File: src/design/bss_pkg.sv
// Package for the bounded substring search block.
// Holds transaction types, register indexes, field widths and the case-fold helper.
// Depends on nothing.
package bss_pkg;

    // Field widths fixed by the interface
    localparam int ByteW      = 8;
    localparam int LenW       = 4;
    localparam int PosW       = 16;
    localparam int PatW       = 64;
    localparam int PatSlots   = PatW / ByteW;
    localparam int CfgIndexW  = 2;

    // Defaults for the top-level parameters
    localparam int DefMaxPattern = 8;
    localparam int DefMaxBuffer  = 65535;

    // Configuration register indexes
    localparam logic [CfgIndexW-1:0] REG_PATTERN_BYTES  = 2'd0;
    localparam logic [CfgIndexW-1:0] REG_PATTERN_LENGTH = 2'd1;
    localparam logic [CfgIndexW-1:0] REG_IGNORE_CASE    = 2'd2;

    // ASCII letter bounds and fold offset
    localparam logic [ByteW-1:0] CharUpperA = 8'h41;
    localparam logic [ByteW-1:0] CharUpperZ = 8'h5A;
    localparam logic [ByteW-1:0] CaseOffset = 8'h20;

    typedef struct packed {
        logic [ByteW-1:0] data_byte;
        logic             last_byte;
    } item_t;

    typedef struct packed {
        logic            found;
        logic [PosW-1:0] match_position;
    } result_t;

    // Control handed to every cell of the window
    typedef struct packed {
        logic shift;
        logic clear;
        logic ignore_case;
    } cell_ctrl_t;

    // Fold ASCII upper case to lower when enabled
    function automatic logic [ByteW-1:0] fold_case(input logic [ByteW-1:0] c,
                                                   input logic             enable);
        logic [ByteW-1:0] r;
        r = c;
        if (enable && (c >= CharUpperA) && (c <= CharUpperZ))
        begin
            r = c + CaseOffset;
        end
        return r;
    endfunction

endpackage

File: src/design/bss_cell.sv
// One cell of the byte window for the bounded substring search.
// Holds one window byte, passes it on, and compares the incoming byte with its pattern byte.
// Depends on bss_pkg.
module bss_cell
    import bss_pkg::*;
(
    input  logic             clk,
    input  logic             rst_n,
    input  cell_ctrl_t       ctrl,
    input  logic [ByteW-1:0] shift_in,
    input  logic [ByteW-1:0] target,
    input  logic             in_use,
    input  logic             hit_in,
    output logic [ByteW-1:0] byte_out,
    output logic             hit_out
);

    logic [ByteW-1:0] byte_reg;
    logic [ByteW-1:0] byte_next;

    // Shift in the neighbour's byte; end of buffer clears the window
    always_comb
    begin
        byte_next = byte_reg;
        if (ctrl.clear)
        begin
            byte_next = '0;
        end
        else if (ctrl.shift)
        begin
            byte_next = shift_in;
        end
    end

    always_ff @(posedge clk or negedge rst_n)
    begin
        if (!rst_n)
        begin
            byte_reg <= '0;
        end
        else
        begin
            byte_reg <= byte_next;
        end
    end

    // Compare the byte that lands here this cycle; unused cells pass the hit through
    assign hit_out  = hit_in &
                      (!in_use ||
                       (fold_case(shift_in, ctrl.ignore_case) ==
                        fold_case(target, ctrl.ignore_case)));
    assign byte_out = byte_reg;

endmodule

File: src/design/bounded_substring_search.sv
// Top level of the bounded substring search block.
// Holds configuration, the per-buffer counters, the cell window and the result register.
// Depends on bss_pkg and bss_cell.
//
//  channel  | signals                                   | direction
//  ---------+-------------------------------------------+----------
//  item     | item_valid, item_stall, item (item_t)     | in
//  result   | result_valid, result_stall, result        | out
//  config   | cfg_valid, cfg_ready, cfg_index, cfg_data | in
//
// One byte is taken every cycle while item_stall is low; the output register takes a
// result the cycle after the byte that decides it. The compare runs across the row of
// window cells. item_stall rises only while a result waits there under result_stall.
// Reset clears the configuration, the window, the byte count and the done flag.
// Configuration writes are always taken (cfg_ready is tied high).
module bounded_substring_search
    import bss_pkg::*;
#(
    parameter int MAX_PATTERN = DefMaxPattern,
    parameter int MAX_BUFFER  = DefMaxBuffer
)
(
    input  logic                 clk,
    input  logic                 rst_n,
    input  logic                 item_valid,
    output logic                 item_stall,
    input  item_t                item,
    output logic                 result_valid,
    input  logic                 result_stall,
    output result_t              result,
    input  logic                 cfg_valid,
    output logic                 cfg_ready,
    input  logic [CfgIndexW-1:0] cfg_index,
    input  logic [PatW-1:0]      cfg_data
);

    // Configuration registers
    logic [PatW-1:0] pattern_bytes_reg;
    logic [LenW-1:0] pattern_length_reg;
    logic            ignore_case_reg;

    // Per-buffer state
    logic [PosW-1:0] byte_count_reg;
    logic [PosW-1:0] byte_count_next;
    logic            search_done_reg;
    logic            search_done_next;

    // Output register
    logic    result_valid_reg;
    logic    result_valid_next;
    result_t result_reg;

    logic            accept;
    logic            over_limit;
    logic [LenW-1:0] eff_len;
    logic [LenW-1:0] len_limit;
    logic [PosW-1:0] count_plus1;
    logic            match;
    logic            emit;
    result_t         outcome;
    cell_ctrl_t      ctrl;

    logic [ByteW-1:0] window [MAX_PATTERN];
    logic [ByteW-1:0] targets [MAX_PATTERN];
    logic             hits [MAX_PATTERN+1];

    assign cfg_ready  = 1'b1;
    assign item_stall = result_valid_reg & result_stall;
    assign accept     = item_valid & ~item_stall;

    // Configuration writes
    always_ff @(posedge clk or negedge rst_n)
    begin
        if (!rst_n)
        begin
            pattern_bytes_reg  <= '0;
            pattern_length_reg <= '0;
            ignore_case_reg    <= 1'b0;
        end
        else if (cfg_valid && cfg_ready)
        begin
            case (cfg_index)
                REG_PATTERN_BYTES:  pattern_bytes_reg  <= cfg_data;
                REG_PATTERN_LENGTH: pattern_length_reg <= cfg_data[LenW-1:0];
                REG_IGNORE_CASE:    ignore_case_reg    <= cfg_data[0];
                default:            ;
            endcase
        end
    end

    // Effective pattern length: capped, and cut at the first zero byte
    always_comb
    begin
        logic stop;
        stop      = 1'b0;
        eff_len   = '0;
        len_limit = (pattern_length_reg > LenW'(MAX_PATTERN)) ? LenW'(MAX_PATTERN)
                                                              : pattern_length_reg;
        for (int i = 0; i < PatSlots; i++)
        begin
            if (!stop && (LenW'(i) < len_limit) &&
                (pattern_bytes_reg[i*ByteW +: ByteW] != '0))
            begin
                eff_len = LenW'(i + 1);
            end
            else
            begin
                stop = 1'b1;
            end
        end
    end

    assign over_limit = (byte_count_reg >= PosW'(MAX_BUFFER));

    assign ctrl.shift       = accept & ~search_done_reg & ~over_limit;
    assign ctrl.clear       = accept & item.last_byte;
    assign ctrl.ignore_case = ignore_case_reg;

    // Row of window cells, newest byte in cell 0
    assign hits[0] = 1'b1;
    for (genvar k = 0; k < MAX_PATTERN; k++)
    begin : g_cell
        logic [LenW-1:0]  pat_idx;
        logic [ByteW-1:0] shift_src;
        logic             in_use;

        // Cell k lines up with pattern byte (length - 1 - k)
        assign in_use    = (LenW'(k) < eff_len);
        assign pat_idx   = eff_len - LenW'(1) - LenW'(k);
        assign targets[k] = pattern_bytes_reg[pat_idx[2:0]*ByteW +: ByteW];

        if (k == 0)
        begin : g_head
            assign shift_src = item.data_byte;
        end
        else
        begin : g_body
            assign shift_src = window[k-1];
        end

        bss_cell u_cell (
            .clk      (clk),
            .rst_n    (rst_n),
            .ctrl     (ctrl),
            .shift_in (shift_src),
            .target   (targets[k]),
            .in_use   (in_use),
            .hit_in   (hits[k]),
            .byte_out (window[k]),
            .hit_out  (hits[k+1])
        );
    end

    assign count_plus1 = byte_count_reg + PosW'(1);
    assign match = hits[MAX_PATTERN] &&
                   (count_plus1 >= PosW'(eff_len)) &&
                   !((eff_len == LenW'(1)) && item.last_byte);

    // Decide the outcome of this byte
    always_comb
    begin
        emit                   = 1'b0;
        outcome.found          = 1'b0;
        outcome.match_position = '0;
        if (!search_done_reg)
        begin
            if (over_limit)
            begin
                emit = 1'b1;
            end
            else if (eff_len == '0)
            begin
                emit          = 1'b1;
                outcome.found = (item.data_byte != '0);
            end
            else if (item.data_byte == '0)
            begin
                emit = 1'b1;
            end
            else if (match)
            begin
                emit                   = 1'b1;
                outcome.found          = 1'b1;
                outcome.match_position = count_plus1 - PosW'(eff_len);
            end
            else if (item.last_byte)
            begin
                emit = 1'b1;
            end
        end
    end

    // Per-buffer counters
    always_comb
    begin
        byte_count_next  = byte_count_reg;
        search_done_next = search_done_reg;
        if (accept)
        begin
            if (item.last_byte)
            begin
                byte_count_next  = '0;
                search_done_next = 1'b0;
            end
            else
            begin
                if (ctrl.shift)
                begin
                    byte_count_next = count_plus1;
                end
                if (emit)
                begin
                    search_done_next = 1'b1;
                end
            end
        end
    end

    always_ff @(posedge clk or negedge rst_n)
    begin
        if (!rst_n)
        begin
            byte_count_reg  <= '0;
            search_done_reg <= 1'b0;
        end
        else
        begin
            byte_count_reg  <= byte_count_next;
            search_done_reg <= search_done_next;
        end
    end

    // Result register
    always_comb
    begin
        result_valid_next = result_valid_reg;
        if (accept && emit)
        begin
            result_valid_next = 1'b1;
        end
        else if (!result_stall)
        begin
            result_valid_next = 1'b0;
        end
    end

    always_ff @(posedge clk or negedge rst_n)
    begin
        if (!rst_n)
        begin
            result_valid_reg <= 1'b0;
        end
        else
        begin
            result_valid_reg <= result_valid_next;
        end
    end

    always_ff @(posedge clk)
    begin
        if (accept && emit)
        begin
            result_reg <= outcome;
        end
    end

    assign result_valid = result_valid_reg;
    assign result       = result_reg;

`ifndef SYNTH
    // The last byte of a buffer always leaves clean per-buffer state
    a_last_clears: assert property (@(posedge clk) disable iff (!rst_n)
        (accept && item.last_byte) |=> (byte_count_reg == '0 && !search_done_reg))
        else $error("per-buffer state not cleared after last byte");

    // A not-found result carries offset zero
    a_miss_zero: assert property (@(posedge clk) disable iff (!rst_n)
        (result_valid && !result.found) |-> (result.match_position == '0))
        else $error("not-found result with nonzero offset");

    // Input is held back only while a result waits under stall
    a_stall_cause: assert property (@(posedge clk) disable iff (!rst_n)
        item_stall |-> (result_valid && result_stall))
        else $error("input stalled without a waiting result");

    // Byte count never passes the buffer limit
    a_count_bound: assert property (@(posedge clk) disable iff (!rst_n)
        byte_count_reg <= PosW'(MAX_BUFFER))
        else $error("byte count beyond buffer limit");
`endif

endmodule

File: config.mk
export PLATFORM = sky130hd
export DESIGN_NAME = bounded_substring_search
export DESIGN_NICKNAME = d
export VERILOG_FILES = /design/src/design/bss_pkg.sv /design/src/design/bss_cell.sv /design/src/design/bounded_substring_search.sv
export SDC_FILE = /design/constraint.sdc
export NUM_CORES = 1
export LEC_CHECK = 0
export BUFFER_PORTS_ARGS = -buffer_cell sky130_fd_sc_hd__buf_2
export CORE_ASPECT_RATIO = 0.9
export CORE_MARGIN = 4
export CORE_UTILIZATION = 30
export CTS_CLUSTER_DIAMETER = 200
export DETAILED_ROUTE_END_ITERATION = 7
export GPL_ROUTABILITY_DRIVEN = 0
export PLACE_DENSITY_LB_ADDON = 0.15
export SETUP_SLACK_MARGIN = 0.3
export SYNTH_ARGS = -nofsm -noshare
export SYNTH_HDL_FRONTEND = slang
export SYNTH_SLANG_ARGS = --single-unit
File: constraint.sdc
create_clock -name clk -period 10.8 [get_ports clk]
set_input_delay 1.62 -clock clk [delete_from_list [all_inputs] [get_ports clk]]
set_output_delay 1.62 -clock clk [all_outputs]
set_load 0.1 [all_outputs]
==> reports/metrics.cfg <==
[synth]
synth_xor_area_share_pct=6.59
synth_compound_area_share_pct=22.3
synth_area_mm2=0.0135
ys_seq_area_share_pct=30.2
synthMuxAreaShare_pct=11.9
synth_cell_types=89
synth_top_family_by_area=compound AO/OA/AOI/OAI gates
synth_nets=1717
synthSimpleGateAreaFrac_pct=21.5
synth_edf_count=17
avgSynthCellArea_um2=8.41
yosys_warnings=0
ys.flop_type=dfrtp_1
synth_cells=1611
synthArstFlopShare_pct=89.4
synth-seq-cells=160
synth_fa_ha_area_share_pct=2.46

[hold_path]
hp-start=byte_count_reg[15]$_DFFE_PN0P_
hp-class=flop to flop

[detailed_routing]
routed_wirelength_um=56100
vias=13600
initialDrtViolationCount=2201
via_per_inst=6.04
drcViolationCount=0
firstDrtPassIters=7
postRouteAntennaNets=0
wl_per_cell_um=25.0

[timing]
fmax_ghz=0.119
fin_worst_skew_ns=0.0137
worst_pin_slew_ns=1.27
setup_viol=0
finalCritPeriodShare_pct=77.7
slew_viol_final=0
whs_ns=0.529
fin_setup_tns_ns=0
relSlewSlack_pct=15.5
fin_crit_ns=8.39
hold_viol=0
rsz0062_at_grt=false

[critical_path]
end_kind=flop
crit_required_ns=10.89
path_class=flop to flop
slowest_stage=a21oi_1
critical_path.top_delay_family=compound AO/OA/AOI/OAI gates
worstSetupStartpoint=pattern_bytes_reg[27]$_DFFE_PN0P_
start_kind=flop
crit_arrival_ns=8.49
path_buf_inv=3
path_cells=or4_1 -> o22a_1 -> nand4_1 -> buf_4 -> o21a_2 -> ha_1 -> buf_4 -> clkinv_1 -> a21oi_1 -> o21ai_0 -> and3b_1 -> or4_1 -> and3_1 -> a311oi_1 -> o2111ai_1 -> a21oi_1 -> o22ai_1 -> o31ai_2 -> a221oi_1 -> nor3_4
cp_max_fo=29
max_stage_delay_ns=0.99
regToRegStartpoint=pattern_bytes_reg[27]$_DFFE_PN0P_

[status]
status=complete, no violations

[placed_design]
numPortBuffers=98
dp_cells=2214
place_area_mm2=0.0145
hpwl_um=41100

[layout]
drive_above_1_share_pct=18.0
multi_input_area_mm2=0.00883
n_antenna_cell=0
stdcell_count=2246
design_area_mm2=0.0150
largest_register_ffs=64
final_nets=1739
syn2layout_area_growth_pct=10.9
final_common_cell=nand2_1
final_cell_mix=nand2_1 (265), dfrtp_1 (143), a21oi_1 (102)
fillCellCount=4722
seq_area_mm2=0.00409

[power_and_ir_drop]
switchingPower_mw=2.38
p_int_mw=2.12
leakagePower_nw=6.06
p_comb_share_pct=65.4
powerDensity_mw_per_mm2=300
p_clk_share_pct=13.0
switching_share_pct=52.9
peakVddDrop_mv=0.183
seqPwrFrac_pct=21.5

[clock_network]
cts_setup_buffers=0
cts.reportedPaths.clkPinSlew_ns=0.07
cts_buffer_depth=2
clk_latency_ns=0.46
cts_hold_buffers=0
h-tree-depth=4
post_cts_resized=0
cts.sinks=160
cts_tree=done
cts_made_buffers=17
clock-root-buffer=clkbuf_16

[job]
drv_cap=0

[global_routing]
grt_overflow_total=0
grt_usage_pct=22.7
grt_start_max_net_pins=81
grt_pass1_wl_um=83900
antenna_found_initial=0
grt_pass1_vias=12800

[floorplanning]
start_util_pct=30.5
die_w_um=232
dieArea_mm2=0.0486
io_pins=100
core_area_mm2=0.0444
std_cell_rows=73
fp.dieH_um=210

[kinds of logic (layout without fill, tap and decap cells)]
family	Yosys count	count (layout)
compound gates	440	440
buf+inv	153	188
mux	133	133
simple gates	596	596
other cells	1	1
xor+xnor	102	102
flops	160	160
fa+ha+maj	26	26
[metal layers]
| metal | GRT usage (%) | part of all wire, % | vias up |
|---|---|---|---|
| li1 | - | - | 6059 |
| met5 | 0 | 0 | - |
| met1 | 33.5 | 46 | 6683 |
| met3 | 5.82 | 9.9 | 124 |
| met2 | 31.8 | 41 | 708 |
| met4 | 8.20 | 3.6 | 0 |
[worst min-delay path: stages, from the launching register on]
cell	delay, ns
dfrtp_1	0.37
nand2_1	0.05
o21ai_0	0.07
[cells in the mapped netlist, types with 40 or more instances]
| cell | n | area share [%] |
|---|---|---|
| a211oi_1 | 64 | 3.5 |
| a21oi_1 | 102 | 3.8 |
| and3_1 | 40 | 1.8 |
| clkbuf_1 | 75 | 2.1 |
| dfrtp_1 | 143 | 26 |
| mux2_2 | 83 | 6.9 |
| nand2_1 | 265 | 7.3 |
| nand3_1 | 61 | 2.3 |
| nor2_1 | 71 | 2.0 |
| o21ai_0 | 61 | 2.3 |
| xnor2_1 | 50 | 3.2 |
| xor2_1 | 52 | 3.4 |
[final timing paths]
check / end / slack, ns / cells after the start
worst max-delay path: result[6]$_SDFFCE_PP0P_ / 2.41 / 20
worst min-delay path: byte_count_reg[15]$_DFFE_PN0P_ / 0.53 / 2
worst max register to register: result[6]$_SDFFCE_PP0P_ / 2.41 / 20
worst min register to register: byte_count_reg[15]$_DFFE_PN0P_ / 0.53 / 2
max in group asynchronous: g_cell[4].u_cell.byte_out[2]$_DFFE_PN0P_ / 8.23 / 2
min in group asynchronous: pattern_bytes_reg[41]$_DFFE_PN0P_ / 1.19 / 1
[stage by stage]
stage / worst slack, ns / total power, mW / utilization (%)
2_1_floorplan: 3.08 / 3.02 / -
3_3_place_gp: 2.48 / 3.83 / 32.6
3_5_place_dp: 2.37 / 3.83 / 32.6
4_1_cts: 2.35 / 4.44 / 33.8
5_1_grt: 1.91 / 4.78 / 33.8
6_report: 2.41 / 4.50 / 33.8
[layout make-up]
type / instances / area share, %
multi-input cells: 1298 / 58.8
flip-flops and latches: 160 / 27.2
well taps: 600 / 5.00
repair buffers: 122 / 4.50
clock buffers: 19 / 2.95
inverters: 34 / 0.866
clock inverters: 13 / 0.683
[power by group through the flow]
stage / Sequential, mW / Combinational [mW] / Clock (mW)
floorplan: 0.864 / 2.15 / 0
global placement: 0.958 / 2.87 / 0
detailed placement: 0.960 / 2.87 / 0
CTS: 0.948 / 2.89 / 0.606
global route: 0.968 / 3.19 / 0.625
finish: 0.969 / 2.94 / 0.587
No activity file was read; power rests on OpenSTA's default activity.
